<file path="src/srlb_pkg.sv">
// Shared constants, types and helpers for the shade ramp builder.
package srlb_pkg;

  localparam int unsigned DefShadeDepth = 32;
  localparam int unsigned DefMaxColors  = 32;

  localparam logic [16:0] OneQ16 = 17'h10000;

  // Register indexes of the configuration port.
  localparam logic [2:0] RegAmbient  = 3'd0;
  localparam logic [2:0] RegSpecPow  = 3'd1;
  localparam logic [2:0] RegSpecEn   = 3'd2;
  localparam logic [2:0] RegBackFade = 3'd3;
  localparam logic [2:0] RegBackRgb  = 3'd4;

  // Status codes of a result.
  localparam logic [1:0] StatNew  = 2'd0;
  localparam logic [1:0] StatHit  = 2'd1;
  localparam logic [1:0] StatFull = 2'd2;

  // Datapath operations.
  typedef enum logic [3:0] {
    OP_NONE,
    OP_LEVEL,
    OP_INTEN,
    OP_POW_INIT,
    OP_POW_STEP,
    OP_SPEC,
    OP_CHAN_MUL,
    OP_CHAN_OUT
  } srlb_op_e;

  typedef struct packed {
    srlb_op_e   op;
    logic [1:0] chan;
  } srlb_cmd_t;

  typedef struct packed {
    logic lvl_done;
  } srlb_sts_t;

endpackage

</file>
<file path="src/srlb_ram.sv">
// Generic simple dual-port RAM (one write port, one read port) with registered read.
module srlb_ram #(
  parameter int unsigned Width = 24,
  parameter int unsigned Depth = 32
) (
  input  logic                                         clk_i,
  input  logic                                         we_i,
  input  logic [((Depth > 1) ? $clog2(Depth) : 1)-1:0] waddr_i,
  input  logic [Width-1:0]                             wdata_i,
  input  logic [((Depth > 1) ? $clog2(Depth) : 1)-1:0] raddr_i,
  output logic [Width-1:0]                             rdata_o
);
  logic [Width-1:0] mem_q [Depth];

  // Write and read, read data registered.
  always_ff @(posedge clk_i) begin
    if (we_i) begin
      mem_q[waddr_i] <= wdata_i;
    end
    rdata_o <= mem_q[raddr_i];
  end
endmodule

</file>
<file path="src/srlb_datapath.sv">
// Shade arithmetic datapath: level fraction, intensity, power and channel blends.
module srlb_datapath
  import srlb_pkg::*;
#(
  parameter int unsigned ShadeDepth = DefShadeDepth
) (
  input  logic        clk_i,
  input  logic        rst_ni,
  input  srlb_cmd_t   cmd_i,
  input  logic [6:0]  level_i,
  input  logic [15:0] ambient_i,
  input  logic        spec_en_i,
  input  logic        fade_en_i,
  input  logic [23:0] color_i,
  input  logic [23:0] back_i,
  output srlb_sts_t   sts_o,
  output logic [23:0] shade_o
);
  // Level fraction i*65536/(depth-1) kept as quotient and remainder, so each
  // level adds a constant step and carries one when the remainder wraps.
  localparam logic [6:0]  StepDiv = 7'(ShadeDepth - 1);
  localparam logic [16:0] StepQuo = 17'(32'd65536 / (ShadeDepth - 1));
  localparam logic [6:0]  StepRem = 7'(32'd65536 % (ShadeDepth - 1));

  logic            lbusy_q, lbusy_d;
  logic [16:0]     tacc_q, tacc_d;
  logic [6:0]      trem_q, trem_d, rem_sum;
  logic [16:0]     t_q, t_d, p_q, p_d, inten_q, inten_d, fade_q, fade_d;
  logic [7:0]      k_q, k_d;
  logic [24:0]     acc_q, acc_d;
  logic [23:0]     shade_q, shade_d;
  logic [33:0]     prod_a;
  logic [24:0]     prod_b;
  logic [16:0]     mul_x, mul_y;
  logic [7:0]      c_sel, b_sel;
  logic [9:0]      vsum;

  // Shared Q1.16 multiplier.
  assign prod_a = mul_x * mul_y;

  always_comb begin
    case (cmd_i.chan)
      2'd0:    begin c_sel = color_i[23:16]; b_sel = back_i[23:16]; end
      2'd1:    begin c_sel = color_i[15:8];  b_sel = back_i[15:8];  end
      default: begin c_sel = color_i[7:0];   b_sel = back_i[7:0];   end
    endcase
  end

  always_comb begin
    lbusy_d = lbusy_q; tacc_d = tacc_q; trem_d = trem_q;
    t_d = t_q; p_d = p_q; inten_d = inten_q; fade_d = fade_q;
    k_d = k_q; acc_d = acc_q; shade_d = shade_q;
    mul_x = 17'd0; mul_y = 17'd0;
    prod_b = 25'd0;
    rem_sum = '0;
    vsum = '0;
    // Advance the level fraction (clear it at level zero) the cycle after the level command.
    if (lbusy_q) begin
      lbusy_d = 1'b0;
      if (level_i == 7'd0) begin
        tacc_d = '0;
        trem_d = '0;
      end else begin
        rem_sum = trem_q + StepRem;
        if (rem_sum >= StepDiv) begin
          trem_d = rem_sum - StepDiv;
          tacc_d = tacc_q + StepQuo + 17'd1;
        end else begin
          trem_d = rem_sum;
          tacc_d = tacc_q + StepQuo;
        end
      end
    end
    case (cmd_i.op)
      OP_LEVEL: lbusy_d = 1'b1;
      OP_INTEN: begin
        t_d = tacc_q;
        mul_x = OneQ16 - {1'b0, ambient_i};
        mul_y = tacc_q;
        inten_d = 17'(prod_a[33:16]) + {1'b0, ambient_i};
        fade_d = OneQ16 - inten_d;
        k_d = 8'd0;
      end
      OP_POW_INIT: p_d = t_q;
      OP_POW_STEP: begin
        mul_x = p_q; mul_y = t_q;
        p_d = prod_a[32:16];
      end
      OP_SPEC: begin
        k_d = 8'((25'd255 * {8'd0, p_q}) >> 16);
        mul_x = inten_q; mul_y = OneQ16 - p_q;
        inten_d = prod_a[32:16];
      end
      OP_CHAN_MUL: begin
        mul_x = {9'd0, c_sel}; mul_y = inten_q;
        acc_d = prod_a[24:0];
        if (spec_en_i && cmd_i.chan == 2'd3) begin
          mul_x = fade_q; mul_y = OneQ16 - p_q;
          fade_d = prod_a[32:16];
          acc_d = acc_q;
        end
      end
      OP_CHAN_OUT: begin
        prod_b = fade_en_i ? 25'(fade_q * b_sel) : 25'd0;
        vsum = 10'((acc_q + prod_b) >> 16) + (spec_en_i ? {2'd0, k_q} : 10'd0);
        case (cmd_i.chan)
          2'd0:    shade_d[23:16] = vsum > 10'd255 ? 8'hFF : vsum[7:0];
          2'd1:    shade_d[15:8]  = vsum > 10'd255 ? 8'hFF : vsum[7:0];
          default: shade_d[7:0]   = vsum > 10'd255 ? 8'hFF : vsum[7:0];
        endcase
      end
      default: ;
    endcase
  end

  always_ff @(posedge clk_i or negedge rst_ni) begin
    if (!rst_ni) begin
      lbusy_q <= 1'b0;
    end else begin
      lbusy_q <= lbusy_d;
    end
  end

  always_ff @(posedge clk_i) begin
    tacc_q <= tacc_d; trem_q <= trem_d; t_q <= t_d; p_q <= p_d;
    inten_q <= inten_d; fade_q <= fade_d; k_q <= k_d;
    acc_q <= acc_d; shade_q <= shade_d;
  end

  assign sts_o.lvl_done = !lbusy_q;
  assign shade_o = shade_q;
endmodule

</file>
<file path="src/srlb_ctrl.sv">
// Controller: table search, registration and per-level shade sequencing.
module srlb_ctrl
  import srlb_pkg::*;
#(
  parameter int unsigned ShadeDepth = DefShadeDepth,
  parameter int unsigned MaxColors  = DefMaxColors
) (
  input  logic        clk_i,
  input  logic        rst_ni,
  input  logic        s_tvalid_i,
  output logic        s_tready_o,
  input  logic [23:0] color_i,
  output logic [23:0] color_o,
  input  logic [6:0]  spec_pow_i,
  input  logic        spec_en_i,
  output srlb_cmd_t   cmd_o,
  input  srlb_sts_t   sts_i,
  output logic [6:0]  level_o,
  input  logic [23:0] shade_i,
  output logic        m_tvalid_o,
  input  logic        m_tready_i,
  output logic [33:0] m_tdata_o,
  output logic [1:0]  m_tuser_o,
  output logic        m_tlast_o
);
  localparam int unsigned IdxW = (MaxColors > 1) ? $clog2(MaxColors) : 1;
  localparam int unsigned CntW = $clog2(MaxColors + 1);
  localparam int unsigned LvlW = $clog2(ShadeDepth);

  localparam logic [3:0] S_IDLE = 4'd0, S_READ = 4'd1, S_CMP = 4'd2,
    S_STEP = 4'd3, S_INTEN = 4'd4, S_PINIT = 4'd5, S_POW = 4'd6,
    S_SPEC = 4'd7, S_CMUL = 4'd8, S_COUT = 4'd9, S_EMIT = 4'd10,
    S_LEVEL = 4'd11;

  logic [3:0]      state_q, state_d;
  logic [CntW-1:0] count_q, count_d, scan_q, scan_d;
  logic [LvlW-1:0] lvl_q, lvl_d;
  logic [6:0]      pcnt_q, pcnt_d;
  logic [1:0]      chan_q, chan_d;
  logic [23:0]     color_q;
  logic [23:0]     rdata;
  logic [35:0]     out_q, out_d;
  logic            ovalid_q, ovalid_d, olast_q, olast_d;
  logic            we;
  srlb_cmd_t       cmd;

  srlb_ram #(.Width(24), .Depth(MaxColors)) u_ram (
    .clk_i, .we_i(we), .waddr_i(count_q[IdxW-1:0]), .wdata_i(color_q),
    .raddr_i(scan_q[IdxW-1:0]), .rdata_o(rdata)
  );

  assign s_tready_o = (state_q == S_IDLE) && !ovalid_q;

  always_comb begin
    state_d = state_q; count_d = count_q; scan_d = scan_q; lvl_d = lvl_q;
    pcnt_d = pcnt_q; chan_d = chan_q; out_d = out_q; ovalid_d = ovalid_q;
    olast_d = olast_q; we = 1'b0;
    cmd.op = OP_NONE; cmd.chan = chan_q;
    if (ovalid_q && m_tready_i) ovalid_d = 1'b0;
    case (state_q)
      S_IDLE: if (s_tvalid_i && s_tready_o) begin
        scan_d = '0; state_d = S_READ;
      end
      // Search registered colours one entry at a time.
      S_READ: begin
        if (scan_q >= count_q) begin
          if (count_q >= CntW'(MaxColors)) begin
            out_d = {24'd0, 10'd0, StatFull};
            ovalid_d = 1'b1; olast_d = 1'b1; state_d = S_IDLE;
          end else begin
            lvl_d = '0; state_d = S_LEVEL;
          end
        end else state_d = S_CMP;
      end
      S_CMP: begin
        if (rdata == color_q) begin
          out_d = {color_q, 10'(scan_q * ShadeDepth), StatHit};
          ovalid_d = 1'b1; olast_d = 1'b1; state_d = S_IDLE;
        end else begin
          scan_d = scan_q + 1'b1; state_d = S_READ;
        end
      end
      S_LEVEL: if (!ovalid_q || m_tready_i) begin
        cmd.op = OP_LEVEL; state_d = S_STEP;
      end
      S_STEP: if (sts_i.lvl_done) state_d = S_INTEN;
      S_INTEN: begin
        cmd.op = OP_INTEN; state_d = spec_en_i ? S_PINIT : S_CMUL;
        chan_d = 2'd0;
      end
      S_PINIT: begin
        cmd.op = OP_POW_INIT; pcnt_d = 7'd1; state_d = S_POW;
      end
      // Integer power by repeated multiply.
      S_POW: begin
        if (pcnt_q < spec_pow_i) begin
          cmd.op = OP_POW_STEP; pcnt_d = pcnt_q + 7'd1;
        end else begin
          chan_d = 2'd3; state_d = S_SPEC;
        end
      end
      S_SPEC: begin
        cmd.op = OP_SPEC; state_d = S_CMUL;
      end
      S_CMUL: begin
        cmd.op = OP_CHAN_MUL;
        if (chan_q == 2'd3) chan_d = 2'd0;
        else state_d = S_COUT;
      end
      S_COUT: begin
        cmd.op = OP_CHAN_OUT;
        if (chan_q == 2'd2) state_d = S_EMIT;
        else begin
          chan_d = chan_q + 2'd1; state_d = S_CMUL;
        end
      end
      S_EMIT: if (!ovalid_q || m_tready_i) begin
        out_d = {shade_i, 10'(count_q * ShadeDepth + lvl_q), StatNew};
        ovalid_d = 1'b1;
        olast_d = (lvl_q == LvlW'(ShadeDepth - 1));
        if (olast_d) begin
          we = 1'b1; count_d = count_q + 1'b1; state_d = S_IDLE;
        end else begin
          lvl_d = lvl_q + 1'b1; state_d = S_LEVEL;
        end
      end
      default: state_d = S_IDLE;
    endcase
  end

  always_ff @(posedge clk_i or negedge rst_ni) begin
    if (!rst_ni) begin
      state_q <= S_IDLE; count_q <= '0; ovalid_q <= 1'b0;
    end else begin
      state_q <= state_d; count_q <= count_d; ovalid_q <= ovalid_d;
    end
  end

  always_ff @(posedge clk_i) begin
    scan_q <= scan_d; lvl_q <= lvl_d; pcnt_q <= pcnt_d; chan_q <= chan_d;
    out_q <= out_d; olast_q <= olast_d;
    if (s_tvalid_i && s_tready_o) color_q <= color_i;
  end

  assign color_o = color_q;
  assign cmd_o = cmd;
  assign level_o = 7'(lvl_q);
  assign m_tvalid_o = ovalid_q;
  assign m_tdata_o = out_q[35:2];
  assign m_tuser_o = out_q[1:0];
  assign m_tlast_o = olast_q;
endmodule

</file>
<file path="src/shade_ramp_lut_builder.sv">
// Top level of the shade ramp builder: configuration registers and wiring.
//
// The slave stream takes one colour per request (tdata: red_in, green_in,
// blue_in from the lowest byte up). A colour already in the table gives one
// result with status 1 and its base address; a new colour with the table full
// gives one result with status 2. Any other colour gives SHADE_DEPTH results
// with status 0, one per level, the final one marked by tlast, and is stored.
// Status travels in m_tuser, lut_address and shade_rgb in m_tdata.
// The search reads and compares each registered colour in turn (RAM read,
// compare); a hit or a full table ends it, else the new colour starts its
// ramp. Each shade takes a level step, intensity, three multiply and blend
// pairs on one shared multiplier and the output register. With specular a
// shade adds the power init, one power step per unit of exponent above one,
// the specular step and a fade multiply. The next request is taken only
// once the last result has gone.
// Reset restores the register defaults and empties the colour table; no
// clearing pass is needed. When the receiver stalls the result register holds
// and the next shade waits until it is taken.
module shade_ramp_lut_builder
  import srlb_pkg::*;
#(
  parameter int unsigned SHADE_DEPTH = DefShadeDepth,
  parameter int unsigned MAX_COLORS  = DefMaxColors
) (
  input  logic        clk_i,
  input  logic        rst_ni,
  input  logic        s_tvalid,
  output logic        s_tready,
  input  logic [23:0] s_tdata,   // red_in, green_in, blue_in
  output logic        m_tvalid,
  input  logic        m_tready,
  output logic [39:0] m_tdata,   // lut_address, shade_rgb, 6 zero bits
  output logic [1:0]  m_tuser,   // status
  output logic        m_tlast,   // last_of_run
  input  logic        cfg_we_i,
  input  logic [2:0]  cfg_index_i,
  input  logic [23:0] cfg_data_i
);
  logic [15:0] ambient_q;
  logic [6:0]  spec_pow_q;
  logic        spec_en_q, fade_en_q;
  logic [23:0] back_q, color;
  logic [6:0]  level;
  logic [23:0] shade;
  logic [33:0] ctrl_data;
  srlb_cmd_t   cmd;
  srlb_sts_t   sts;

  // Write configuration registers.
  always_ff @(posedge clk_i or negedge rst_ni) begin
    if (!rst_ni) begin
      ambient_q <= 16'd26214; spec_pow_q <= 7'd8; spec_en_q <= 1'b0;
      fade_en_q <= 1'b0; back_q <= 24'd0;
    end else if (cfg_we_i) begin
      case (cfg_index_i)
        RegAmbient:  ambient_q  <= cfg_data_i[15:0];
        RegSpecPow:  spec_pow_q <= cfg_data_i[6:0];
        RegSpecEn:   spec_en_q  <= cfg_data_i[0];
        RegBackFade: fade_en_q  <= cfg_data_i[0];
        RegBackRgb:  back_q     <= cfg_data_i;
        default: ;
      endcase
    end
  end

  srlb_ctrl #(.ShadeDepth(SHADE_DEPTH), .MaxColors(MAX_COLORS)) u_ctrl (
    .clk_i, .rst_ni, .s_tvalid_i(s_tvalid), .s_tready_o(s_tready),
    .color_i({s_tdata[7:0], s_tdata[15:8], s_tdata[23:16]}), .color_o(color),
    .spec_pow_i(spec_pow_q), .spec_en_i(spec_en_q), .cmd_o(cmd), .sts_i(sts),
    .level_o(level), .shade_i(shade), .m_tvalid_o(m_tvalid),
    .m_tready_i(m_tready), .m_tdata_o(ctrl_data), .m_tuser_o(m_tuser),
    .m_tlast_o(m_tlast)
  );

  srlb_datapath #(.ShadeDepth(SHADE_DEPTH)) u_dp (
    .clk_i, .rst_ni, .cmd_i(cmd), .level_i(level), .ambient_i(ambient_q),
    .spec_en_i(spec_en_q), .fade_en_i(fade_en_q), .color_i(color),
    .back_i(back_q), .sts_o(sts), .shade_o(shade)
  );

  // Pack address and shade from the lowest bit up.
  assign m_tdata = {6'd0, ctrl_data};
endmodule

</file>
<file path="config.mk">
export PLATFORM = sky130hd
export DESIGN_NAME = shade_ramp_lut_builder
export DESIGN_NICKNAME = d
export VERILOG_FILES = /design/src/srlb_pkg.sv /design/src/srlb_ram.sv /design/src/srlb_datapath.sv /design/src/srlb_ctrl.sv /design/src/shade_ramp_lut_builder.sv
export SDC_FILE = /design/constraint.sdc
export NUM_CORES = 2
export LEC_CHECK = 0
export ABC_AREA = 1
export BUFFER_PORTS_ARGS = -buffer_cell sky130_fd_sc_hd__buf_2
export CAP_MARGIN = 20
export CORE_ASPECT_RATIO = 0.9
export CORE_MARGIN = 4
export CORE_UTILIZATION = 60
export CTS_CLUSTER_SIZE = 40
export DETAILED_ROUTE_END_ITERATION = 6
export GPL_TIMING_DRIVEN = 0
export HOLD_SLACK_MARGIN = 0.08
export PLACE_DENSITY = 0.83
export SYNTH_ARGS = -nofsm -noshare
export SYNTH_HDL_FRONTEND = slang
export SYNTH_SLANG_ARGS = --single-unit
export TNS_END_PERCENT = 30
</file>
<file path="constraint.sdc">
create_clock -name clk_i -period 9.45 [get_ports clk_i]
set_input_delay 2.3625 -clock clk_i [delete_from_list [all_inputs] [get_ports clk_i]]
set_output_delay 2.3625 -clock clk_i [all_outputs]
set_load 0.02 [all_outputs]
</file>
==> impl_metrics.csv <==
group,metric,value,unit
run_status,outcome,"finished with violations",
run_status,violations,"design-rule violations",
cells_and_area,fin_area,74600,sq um
cells_and_area,multi_input_area,29500,sq um
setup_path,crit_slowest_cell,"fa_1",
sta,fin_crit,9.27,ns
floorplan,fp.dieW,354,microns
cts,cts_tree,"done",
global_route,grt_use_total,36.9,%
placement,io_buffers,94,
synth,ys_seq_area_share,49.5,%
cells_and_area,register_area,32000,sq um
synth,synth_seq_cells,1083,
global_route,met3_usage,15.0,%
floorplan,row_count,113,
synth,synth_adder_area_share,17.6,%
min_path,hold_end,"back_q[9]",
pwr,combPwrFrac,57.8,%
job,cap_viol_max_count,0,
synth,synth_xor_xnor_area_share,1.41,%
setup_path,path_class,"flip-flop to flip-flop",
cells_and_area,fillerInstances,7313,
route,ant_nets,0,
synth,async_flop_share,5.63,%
sta,min_period_over_period,98.1,%
synth,synth_top_family_by_area,"adder cells",
cells_and_area,areaGrowthSynthToFinish,15.5,%
global_route,grt_use_met1,52.0,%
cells_and_area,fin_nets,7549,
cts,cts.clk_slew.worst_paths,0.07,ns
synth,syn_inst,6417,
synth,ys_warn_count,0,
cts,cts_max_level,3,
sta,setup_viol,0,
sta,maxSlewViolCount,0,
sta,clock_skew,0.0507,ns
floorplan,die_y,319,microns
global_route,grt_pass1_wl,312000,microns
setup_path,crit_top_cell,"nand2_1",
cts,cts_buffers,105,
setup_path,critPathLaunchType,"flip-flop",
setup_path,regToRegSetupSlack,0.18,ns
synth,synthesis.area,64600,sq um
cells_and_area,instances_no_fill,8346,
sta,max_freq,108,MHz
sta,relSlewSlack,25.2,%
sta,finalSetupTns,0,ns
route,drt_wl_total,213000,microns
global_route,grt-ovfl-total,0,
setup_path,crit_path_end_kind,"flip-flop",
min_path,hp-class,"flip-flop to flip-flop",
pwr,sw_frac_of_total,48.4,%
sta,hold_viol_final,0,
cts,clk_latency,0.72,ns
cts,clock_path_buffers,3,
route,remaining_drc_errors,6,
floorplan,initial_utilization,60.9,%
global_route,grt_pass1_vias,50236,
route,dr.pass1.iters,7,
setup_path,reg2reg_to,"u_dp.fade_q[11]",
synth,ys_types,67,
pwr,p_int,0.0130,W
pwr,power.switching,0.0122,W
placement,place_inst,7989,
pwr,powerDensity,338,nW/um^2
setup_path,worstPathMaxFanout,10,
placement,dp_hpwl,153000,microns
global_route,grt_start_max_net_pins,62,
setup_path,r2r_cells,40,
synth,postSynthAreaPerCell,10.1,sq um
route,vias,52465,
synth,synth_edf_count,998,
synth,synthFlopType,"edfxtp_1",
synth,yosys.area_share.simple,13.7,%
global_route,antenna_found_initial,6,
setup_path,cp.arrival,9.76,ns
setup_path,crit_path_max_incr_delay,0.54,ns
floorplan,dieArea,113000,sq um
pwr,ir_drop,0.000465,V
min_path,worstHoldStart,"back_q[9]",
cells_and_area,drive_gt1_share,12.3,%
floorplan,ioPinCount,101,
route,wl_per_cell,25.6,microns
synth,synthMuxAreaShare,0,%
global_route,top_usage_layer,"met1",
cts,numClockSinks,1083,
placement,placed_area,68000,sq um
setup_path,worstPathRequired,9.94,ns
pwr,clockPowerShare,17.2,%
placement,gp_congestion,1.00,
route,drt-vias-per-instance,6.29,
floorplan,coreArea,106000,sq um
route,drt_iter0_markers,8635,
min_path,hold_depth,2,
pwr,p_leak,31.1,nW
global_route,use_met2,51.5,%
sta,tightest_slew,1.12,ns
setup_path,r2r-start,"u_ctrl.pcnt_q[6]",
cells_and_area,fin_util,70.3,%
synth,synth_compound_area_share,10.3,%
pwr,p_seq_share,24.9,%
cts,cts_root_buf,"clkbuf_16",
-- worst max-delay path: cells and delay by family (launching register included) --
kind                     cells  cell delay [ns]
XOR/XNOR                     2             0.40
adder cells (fa/ha/maj)      9             3.95
buffers and inverters        8             1.00
flip-flops                   1             0.45
AO/OA/AOI/OAI                5             1.17
AND/OR/NAND/NOR             16             2.05
-- cell usage in the layout, fill, tap and decap left out, types with 21 or more instances in the layout --
master | Yosys | routed
buf_2 | 31 | 105
o211ai_1 | 26 | 26
xor2_1 | 63 | 49
nand2_2 | 7 | 27
buf_4 | 21 | 158
clkinv_1 | 7 | 27
nand4_1 | 62 | 62
inv_2 | 15 | 33
nand3_1 | 193 | 179
dfxtp_1 | 24 | 24
a21oi_1 | 165 | 141
dfrtp_1 | 52 | 50
buf_16 | 0 | 24
clkbuf_1 | 178 | 183
o21ai_0 | 625 | 589
inv_1 | 973 | 946
nand2_1 | 1057 | 1031
xnor2_1 | 41 | 34
nor2_1 | 732 | 675
buf_6 | 4 | 35
o22ai_1 | 141 | 138
nor2_4 | 4 | 46
ha_1 | 285 | 260
clkbuf_16 | 0 | 110
buf_1 | 21 | 21
fa_1 | 389 | 387
nor3_1 | 49 | 38
edfxtp_1 | 998 | 998
o221ai_1 | 74 | 74
-- layout make-up --
cell class | count | share of cell area (%)
sequential | 1083 | 42.9
tap | 1437 | 2.41
inverter | 996 | 5.05
buffer | 255 | 1.78
clock buffer | 126 | 3.74
timing repair buffer | 290 | 3.61
antenna | 2 | 0.00671
multi-input combinational | 4088 | 39.5
clock inverter | 69 | 0.979
-- layer usage --
metal	vias up	share of wire [%]	routed length (microns)
met5	-	0.034	72
met4	8	4.6	9750
met3	700	18	38500
met2	4481	41	87300
met1	25019	36	77800
li1	22257	-	-
-- power groups by stage --
| stage | sequential (W) | clock (W) | combinational [W] |
|---|---|---|---|
| after global placement | 0.00668 | 0 | 0.0122 |
| after global routing | 0.00630 | 0.00452 | 0.0157 |
| after CTS | 0.00628 | 0.00430 | 0.0135 |
| after detailed placement | 0.00648 | 0 | 0.0129 |
| final | 0.00628 | 0.00434 | 0.0146 |
| after floorplan | 0.00645 | 0 | 0.00822 |
-- sequential cells by signal (all words and copies together), names as in the netlist, 24 cells and up --
register	count
u_ctrl.u_ram.mem_q	768
u_ctrl.out_q	36
u_dp.acc_q	25
back_q	24
u_ctrl.color_o	24
u_ctrl.u_ram.rdata_o	24
u_dp.shade_o	24
-- Yosys cell counts, drive strengths merged, types with 8 or more instances --
library cell / number / share of area (%)
a21oi: 165 / 1.3
nand3b: 11 / 0.13
xnor2: 41 / 0.56
xor2: 63 / 0.85
o211ai: 30 / 0.42
clkinv: 8 / 0.054
or2: 10 / 0.097
dfxtp: 24 / 0.74
fa: 389 / 12
o22ai: 141 / 1.4
ha: 285 / 5.5
nor2: 741 / 4.4
nor3: 50 / 0.40
dfrtp: 52 / 2.0
nor4: 17 / 0.22
inv: 988 / 5.7
a21o: 17 / 0.20
a221oi: 9 / 0.17
o21bai: 14 / 0.16
edfxtp: 998 / 46
buf: 77 / 0.68
o21a: 8 / 0.093
o21ai: 630 / 4.9
nand3: 195 / 1.5
a31oi: 12 / 0.12
dfstp: 9 / 0.37
o221ai: 75 / 1.0
a21boi: 9 / 0.10
nand4: 62 / 0.60
clkbuf: 178 / 1.0
nand2: 1065 / 6.2
-- through the flow --
step / setup slack [ns] / total power, W / hold slack (ns)
after CTS: 0.00275 / 0.0241 / 0.488
after global placement: -2.35 / 0.0189 / 0.466
after floorplan: 0.838 / 0.0147 / 0.450
after global routing: -0.116 / 0.0265 / 0.513
after detailed placement: -2.40 / 0.0194 / 0.473
final: 0.179 / 0.0252 / 0.490
-- logic make-up (layout without fill, tap and decap cells) --
group                      after synthesis  in the layout
and+or+nand+nor                       2164           2164
buffers and inverters                 1251           1736
AOI/OAI and AO/OA                     1140           1140
DFF                                   1083           1083
adders and majority gates              674            674
xor gates and xnor gates               104            104
other                                    1              8
-- worst max-delay path by stage --
stage,from,to,depth (start not counted)
after floorplan,u_ctrl.chan_q[0],u_dp.fade_q[11],45
after global routing,spec_pow_q[5],u_dp.fade_q[15],51
final,u_ctrl.pcnt_q[6],u_dp.fade_q[11],40
after CTS,u_ctrl.chan_q[1],u_dp.fade_q[15],45
after detailed placement,u_ctrl.chan_q[0],u_dp.fade_q[11],39
after global placement,u_ctrl.color_o[1],u_dp.fade_q[11],36
-- what timing repair did --
action | CTS | global route
pin swaps | 30 | 60
gates resized for setup | 180 | 265
buffers inserted | 75 | 81
endpoints found under the setup margin | 56 | 49
cloned | 0 | 2
hold buffers | 0 | 0
(Power assumes the default switching activity.)
